$ cat src/hdl/ps2_mouse_packet_decoder_defines.svh
// Assertion macros shared by the mouse packet decoder modules.
`ifndef PS2_MOUSE_PACKET_DECODER_DEFINES_SVH
`define PS2_MOUSE_PACKET_DECODER_DEFINES_SVH

// Same-cycle implication, checked on every rising edge outside reset.
`define PS2MD_ASSERT_IMP(lbl, ante, cons, msg) \
	lbl: assert property (@(posedge clk) disable iff (!arst_n) (ante) |-> (cons)) \
		else $error(msg);

// Next-cycle implication, checked on every rising edge outside reset.
`define PS2MD_ASSERT_NEXT(lbl, ante, cons, msg) \
	lbl: assert property (@(posedge clk) disable iff (!arst_n) (ante) |=> (cons)) \
		else $error(msg);

`endif

$ cat src/hdl/ps2md_pkg.sv
// Shared types and codes for the mouse packet decoder.
package ps2md_pkg;

	// Byte position within a three-byte packet
	localparam logic [1:0] POS_STATUS = 2'd0;
	localparam logic [1:0] POS_X      = 2'd1;
	localparam logic [1:0] POS_Y      = 2'd2;

	// Button event codes
	localparam logic [1:0] EV_NONE    = 2'd0;
	localparam logic [1:0] EV_PRESS   = 2'd1;
	localparam logic [1:0] EV_RELEASE = 2'd2;

	// Status byte bit positions
	localparam int unsigned ST_X_SIGN = 4;
	localparam int unsigned ST_Y_SIGN = 5;
	localparam int unsigned ST_X_OVF  = 6;
	localparam int unsigned ST_Y_OVF  = 7;

	// Field widths
	localparam int unsigned BYTE_W  = 8;
	localparam int unsigned MOVEX_W = 9;
	localparam int unsigned MOVEY_W = 10;
	localparam int unsigned EVENT_W = 2;
	localparam int unsigned NUM_BTN = 3;
	localparam int unsigned OUT_W   = 32;

	// One complete, non-overflowed packet handed to the decode stage
	typedef struct packed {
		logic [NUM_BTN-1:0] buttons;  // left, right, middle from bit 0
		logic               x_sign;
		logic               y_sign;
		logic [BYTE_W-1:0]  x_delta;
		logic [BYTE_W-1:0]  y_delta;
	} pkt_t;

endpackage

$ cat src/hdl/ps2md_assembler.sv
// Byte position counter and packet assembly register.
module ps2md_assembler
	import ps2md_pkg::*;
(
	input  logic              clk,
	input  logic              arst_n,
	input  logic              in_valid,
	output logic              in_ready,
	input  logic [BYTE_W-1:0] in_byte,
	output logic              pkt_valid,
	output pkt_t              pkt,
	input  logic              pkt_ready
);

	`include "ps2_mouse_packet_decoder_defines.svh"

	logic [1:0]        pos_q;
	logic [BYTE_W-1:0] status_q;
	logic [BYTE_W-1:0] x_delta_q;
	logic              pkt_valid_s1;
	pkt_t              pkt_s1;
	logic              accept;
	logic              overflow;

	// Take a beat when the packet register is free or being drained
	assign in_ready  = !pkt_valid_s1 || pkt_ready;
	assign accept    = in_valid && in_ready;
	assign overflow  = status_q[ST_X_OVF] || status_q[ST_Y_OVF];
	assign pkt_valid = pkt_valid_s1;
	assign pkt       = pkt_s1;

	// Advance the position counter and collect packet bytes
	always_ff @(posedge clk or negedge arst_n) begin
		if (!arst_n) begin
			pos_q        <= POS_STATUS;
			status_q     <= '0;
			x_delta_q    <= '0;
			pkt_valid_s1 <= 1'b0;
		end else begin
			// raise on a complete packet with both overflow bits clear, else drop once taken
			if (accept && pos_q == POS_Y && !overflow) begin
				pkt_valid_s1 <= 1'b1;
			end else if (pkt_ready) begin
				pkt_valid_s1 <= 1'b0;
			end
			if (accept) begin
				unique case (pos_q)
					POS_X: begin
						x_delta_q <= in_byte;
						pos_q     <= POS_Y;
					end
					POS_Y: begin
						pos_q <= POS_STATUS;
					end
					default: begin
						status_q <= in_byte;
						pos_q    <= POS_X;
					end
				endcase
			end
		end
	end

	// Load the packet payload on the third byte
	always_ff @(posedge clk) begin
		if (accept && pos_q == POS_Y) begin
			pkt_s1.buttons <= status_q[NUM_BTN-1:0];
			pkt_s1.x_sign  <= status_q[ST_X_SIGN];
			pkt_s1.y_sign  <= status_q[ST_Y_SIGN];
			pkt_s1.x_delta <= x_delta_q;
			pkt_s1.y_delta <= in_byte;
		end
	end

	`PS2MD_ASSERT_NEXT(a_wrap_after_y, accept && pos_q == POS_Y, pos_q == POS_STATUS,
		"position counter did not wrap after third byte")
	`PS2MD_ASSERT_IMP(a_pkt_from_y, $rose(pkt_valid_s1), $past(pos_q) == POS_Y,
		"packet raised without a third byte")
	`PS2MD_ASSERT_NEXT(a_pkt_hold, pkt_valid_s1 && !pkt_ready, pkt_valid_s1 && $stable(pkt_s1),
		"stalled packet lost or changed")

endmodule

$ cat src/hdl/ps2md_decoder.sv
// Motion extension, button event detection and result register.
module ps2md_decoder
	import ps2md_pkg::*;
(
	input  logic               clk,
	input  logic               arst_n,
	input  logic               pkt_valid,
	input  pkt_t               pkt,
	output logic               pkt_ready,
	output logic               out_valid,
	input  logic               out_ready,
	output logic [MOVEX_W-1:0] move_x,
	output logic [MOVEY_W-1:0] move_y,
	output logic [EVENT_W-1:0] left_event,
	output logic [EVENT_W-1:0] right_event,
	output logic [EVENT_W-1:0] middle_event
);

	`include "ps2_mouse_packet_decoder_defines.svh"

	logic [NUM_BTN-1:0] held_q;
	logic               out_valid_q;
	logic [MOVEX_W-1:0] move_x_q;
	logic [MOVEY_W-1:0] move_y_q;
	logic [EVENT_W-1:0] left_q;
	logic [EVENT_W-1:0] right_q;
	logic [EVENT_W-1:0] middle_q;
	logic               take;
	logic [MOVEY_W-1:0] y_ext;

	// Compare one stored button state with the new one
	function automatic logic [EVENT_W-1:0] btn_event(input logic held, input logic now);
		logic [EVENT_W-1:0] ev;
		ev = EV_NONE;
		if (held && !now) begin
			ev = EV_RELEASE;
		end else if (!held && now) begin
			ev = EV_PRESS;
		end
		return ev;
	endfunction

	assign pkt_ready = !out_valid_q || out_ready;
	assign take      = pkt_valid && pkt_ready;
	assign y_ext     = {pkt.y_sign, pkt.y_sign, pkt.y_delta};

	// Hold result valid until taken; track button states
	always_ff @(posedge clk or negedge arst_n) begin
		if (!arst_n) begin
			out_valid_q <= 1'b0;
			held_q      <= '0;
		end else if (take) begin
			out_valid_q <= 1'b1;
			held_q      <= pkt.buttons;
		end else if (out_ready) begin
			out_valid_q <= 1'b0;
		end
	end

	// Result payload
	always_ff @(posedge clk) begin
		if (take) begin
			move_x_q <= {pkt.x_sign, pkt.x_delta};
			move_y_q <= MOVEY_W'(~y_ext + 1'b1);
			left_q   <= btn_event(held_q[0], pkt.buttons[0]);
			right_q  <= btn_event(held_q[1], pkt.buttons[1]);
			middle_q <= btn_event(held_q[2], pkt.buttons[2]);
		end
	end

	assign out_valid    = out_valid_q;
	assign move_x       = move_x_q;
	assign move_y       = move_y_q;
	assign left_event   = left_q;
	assign right_event  = right_q;
	assign middle_event = middle_q;

	`PS2MD_ASSERT_IMP(a_left_press, out_valid_q && left_q == EV_PRESS, held_q[0],
		"left press shown but button not held")
	`PS2MD_ASSERT_IMP(a_left_release, out_valid_q && left_q == EV_RELEASE, !held_q[0],
		"left release shown but button still held")
	`PS2MD_ASSERT_NEXT(a_held_update, take, held_q == $past(pkt.buttons),
		"button states not updated from packet")
	`PS2MD_ASSERT_NEXT(a_drain, out_valid_q && out_ready && !take, !out_valid_q,
		"result repeated after being taken")

endmodule

$ cat src/hdl/ps2_mouse_packet_decoder.sv
// Top level of the mouse three-byte packet decoder.
//
// Usage:
//   Slave side (s_axis_*) takes one received mouse byte per beat. Bytes are
//   grouped into packets of three: status, X delta, Y delta. The master side
//   (m_axis_*) gives one beat per complete packet whose overflow bits are
//   both clear; an overflowed packet is dropped and gives no beat.
//   The result reaches m_axis_tvalid after the edge that takes the third
//   byte, through the packet register, then the result register.
//   Throughput: one byte per cycle unless stalled; a result every third byte
//   at best. The two-stage register path sets the rate, with no iteration.
//   Stall: when the receiver holds m_axis_tready low the result stays put;
//   the packet register still takes bytes until a second packet is waiting,
//   after which s_axis_tready falls until the result is drained.
//   Reset: arst_n low clears the byte position, the stored status and X
//   bytes and the button states (all released), and empties both registers.
//   Button events are 0 none, 1 pressed, 2 released, per button.
module ps2_mouse_packet_decoder
	import ps2md_pkg::*;
(
	input  logic        clk,
	input  logic        arst_n,
	input  logic        s_axis_tvalid,
	output logic        s_axis_tready,
	input  logic [7:0]  s_axis_tdata,   // [7:0] data_byte
	output logic        m_axis_tvalid,
	input  logic        m_axis_tready,
	output logic [31:0] m_axis_tdata    // [8:0] move_x, [18:9] move_y,
	                                    // [20:19] left_event, [22:21] right_event,
	                                    // [24:23] middle_event, [31:25] zero
);

	logic               pkt_valid;
	logic               pkt_ready;
	pkt_t               pkt;
	logic [MOVEX_W-1:0] move_x;
	logic [MOVEY_W-1:0] move_y;
	logic [EVENT_W-1:0] left_event;
	logic [EVENT_W-1:0] right_event;
	logic [EVENT_W-1:0] middle_event;

	// Assemble bytes into packets
	ps2md_assembler u_assembler (
		.clk       (clk),
		.arst_n    (arst_n),
		.in_valid  (s_axis_tvalid),
		.in_ready  (s_axis_tready),
		.in_byte   (s_axis_tdata),
		.pkt_valid (pkt_valid),
		.pkt       (pkt),
		.pkt_ready (pkt_ready)
	);

	// Decode packets into results
	ps2md_decoder u_decoder (
		.clk          (clk),
		.arst_n       (arst_n),
		.pkt_valid    (pkt_valid),
		.pkt          (pkt),
		.pkt_ready    (pkt_ready),
		.out_valid    (m_axis_tvalid),
		.out_ready    (m_axis_tready),
		.move_x       (move_x),
		.move_y       (move_y),
		.left_event   (left_event),
		.right_event  (right_event),
		.middle_event (middle_event)
	);

	// Pack the result beat, padded with zeros
	assign m_axis_tdata = {7'd0, middle_event, right_event, left_event, move_y, move_x};

endmodule

$ cat config.mk
export PLATFORM = sky130hd
export DESIGN_NAME = ps2_mouse_packet_decoder
export DESIGN_NICKNAME = d
export VERILOG_FILES = /design/src/hdl/ps2md_pkg.sv /design/src/hdl/ps2md_assembler.sv /design/src/hdl/ps2md_decoder.sv /design/src/hdl/ps2_mouse_packet_decoder.sv
export VERILOG_INCLUDE_DIRS = /design/src /design/src/hdl
export SDC_FILE = /design/constraint.sdc
export NUM_CORES = 1
export LEC_CHECK = 0
export BUFFER_PORTS_ARGS = -buffer_cell sky130_fd_sc_hd__buf_2
export CAP_MARGIN = 20
export CORE_ASPECT_RATIO = 1.5
export CORE_MARGIN = 10
export CORE_UTILIZATION = 35
export DETAILED_ROUTE_END_ITERATION = 12
export GPL_TIMING_DRIVEN = 0
export MAX_ROUTING_LAYER = met4
export PLACE_DENSITY = 0.66
export SETUP_SLACK_MARGIN = 0.05
export SLEW_MARGIN = 20
export SYNTH_ARGS = -nofsm -noshare
export SYNTH_HDL_FRONTEND = slang
export SYNTH_SLANG_ARGS = --single-unit
$ cat constraint.sdc
create_clock -name clk -period 1.9 [get_ports clk]
set_input_delay 0.19 -clock clk [delete_from_list [all_inputs] [get_ports clk]]
set_output_delay 0.19 -clock clk [all_outputs]
set_load 0.05 [all_outputs]
==> out/metrics.yaml <==
status: "completed"
synth_ff_type: "edfxtp_1"
syn_avg_cell_area_um2: 18.1
ys_seq_area_frac: 0.764
finalHoldViolCount: 0
cts-root-buf: "clkbuf_8"
clock_path_buffers: 2
ir_drop_mv: 0.422
p_comb_frac: 0.181
dpl-instance-area_mm2: 0.00284
startpoint_type: "register"
grt_max_degree: 26
pwr-share-seq: 0.540
fin_cells: 279
post-route-util: 0.438
setup_viol: 0
required_ns: 1.99
synth_cell_type_count: 25
vias: 1242
numCtsBuffers: 9
grt_pass1_wl_um: 6280
grtUsageMet2: 0.131
grt_antenna_before_repair: 0
swShare: 0.258
final_area_mm2: 0.00304
groute.usage.overall: 0.0809
relSlewSlack: 0.655
cts.sinks: 68
cts.htree.levels: 3
row_count: 37
io_buffers: 38
fmax_mhz: 584
synth-async-reset-ratio: 0.324
period_share: 0.901
dr.pass1.iters: 4
diodes: 0
yosys.area.top_type: "edfxtp_1"
switching_power_mw: 1.03
synth_warnings: 0
synth_area_mm2: 0.00253
power_density_mw_per_mm2: 1320
synth_edf_count: 46
drc: 0
place_ws_ns: 0.0500
dr.first_iter.drc_count: 78
cts.clk_slew.worst_paths_ns: 0.07
drive_gt1_frac: 0.413
whs_ns: 0.0499
grt_use_met3: 0.0248
hold_depth: 1
coreArea_mm2: 0.00694
synth_top_cell_area_share: 0.546
grt_pass1_vias: 1290
ant_nets: 0
synth_seq_cells: 68
cts_tree: "done"
yosys-top-cells-area: "edfxtp_1, dfrtp_1, mux2_2"
maxCapViolCount: 0
viasPerCell: 4.45
crit_type: "register to register"
rsz0062_at_grt: "false"
hpwlAfterDp_um: 2870
ios: 46
fin_crit_ns: 1.71
hold_path.class: "input pin to register"
slew_violations: 0
cp_max_fo: 4
p_leak_nw: 1.25
fin_skew_ns: 0.0100
die_w_um: 89.4
fin_nets: 211
dieArea_mm2: 0.0111
setup_tns_ns: 0
clk_latency_ns: 0.34
initial_core_util: 0.364
grt-busiest-layer: "met2"
globalRouteMet1Util: 0.0771
wl_per_cell_um: 14.1
placed_cells: 262
power_mw: 4.01
worst_pin_slew_ns: 0.517
p_clk_frac: 0.278
grt_overflow: 0
syn-instance-count: 140
intPower_mw: 2.97
crit_arrival_ns: 1.80
endpoint_kind: "register"
finalWorstSetupSlack_ns: 0.188
area_growth_pct: 20.3
gp_congestion: 0.715
rr_worst_depth: 5
wl_um: 3930
die_y_um: 124
## registers in the layout, indices dropped and copies added, names as in the netlist
register / cells
u_assembler.status_q: 7
u_decoder.right_event: 2
u_assembler.pkt_valid: 1
u_decoder.move_x: 9
u_decoder.held_q: 3
u_assembler.pkt: 21
u_decoder.middle_event: 2
u_decoder.move_y: 10
u_assembler.x_delta_q: 8
u_decoder.left_event: 2
u_assembler.pos_q: 2
u_decoder.out_valid: 1
## Yosys cell counts (2+ instances only)
cell       n
dfrtp_1   22
nor2b_1    6
nand2b_1   2
buf_2      2
nand2_1    4
and3_1     3
a21o_1     2
inv_1      6
edfxtp_1  46
ha_1       3
xnor2_1    6
nor2_1     3
mux2_2    17
buf_4      7
## logic make-up (layout without fill, tap and decap cells)
kind of cell | count (synthesis) | count (layout) | synth area share
other cells | 1 | 7 | 0.00148
mux | 18 | 18 | 0.0802
buf+inv | 15 | 70 | 0.0336
compound gates | 4 | 4 | 0.0109
flops | 68 | 68 | 0.764
xor+xnor | 7 | 7 | 0.0242
fa+ha+maj | 3 | 3 | 0.0148
simple gates | 24 | 24 | 0.0708
## power by group through the flow
stage | clock network, mW | logic [mW] | registers (mW)
6_report | 1.12 | 0.727 | 2.16
5_1_grt | 1.22 | 0.803 | 2.20
4_1_cts | 1.15 | 0.747 | 2.17
3_5_place_dp | 0 | 0.740 | 2.20
3_3_place_gp | 0 | 0.719 | 2.18
2_1_floorplan | 0 | 0.476 | 2.27
## per-layer routing
metal	up-vias	wire, µm
met1	601	1390
met2	32	2190
met3	9	203
met4	0	143
met5	-	0
li1	600	-
## critical path: stages, from the launching register on
cell	delay, ns
edfxtp_1	0.43
inv_1	0.08
ha_1	0.21
or4b_4	0.49
nor4_2	0.17
xnor2_1	0.09
## layout by cell type (no fill, tap or decap), drive strengths merged, types with 2 or more instances in the layout
master	instances
nor2	3
nand2b	2
xnor2	6
ha	3
dfrtp	22
and3	3
mux2	18
a21o	2
buf	47
nor4	2
edfxtp	46
clkbuf	14
nand2	4
inv	5
nor2b	6
conb	7
## cell type report
cell class / count / area, µm²
buffer: 9 / 62.6
clock buffer: 14 / 153
clock inverter: 2 / 35.0
fill: 634 / 3900
inverter: 6 / 26.3
multi-input combinational: 63 / 536
sequential: 68 / 1930
tap: 78 / 97.6
timing repair buffer: 39 / 200
## path summary, 6_finish.rpt
path                                     start                  endpoint  slack, ns
min in group asynchronous               arst_n  u_assembler.x_delta_q[7]       0.36
setup / recovery            u_assembler.pkt[0]       u_decoder.move_y[8]       0.19
setup reg to reg            u_assembler.pkt[0]       u_decoder.move_y[8]       0.19
max in group asynchronous               arst_n   u_assembler.status_q[0]       1.18
hold / removal                 s_axis_tdata[3]        u_assembler.pkt[3]       0.05
hold reg to reg            u_assembler.pkt[13]       u_decoder.move_x[5]       0.42
## what timing repair did
| action | CTS | global route |
|---|---|---|
| endpoints found under the hold margin | 22 | 0 |
| gates resized for setup | 1 | 0 |
| setup buffers | 0 | 0 |
| setup endpoints to repair | 25 | 0 |
| hold buffers | 1 | 0 |
(Power assumes the default switching activity.)
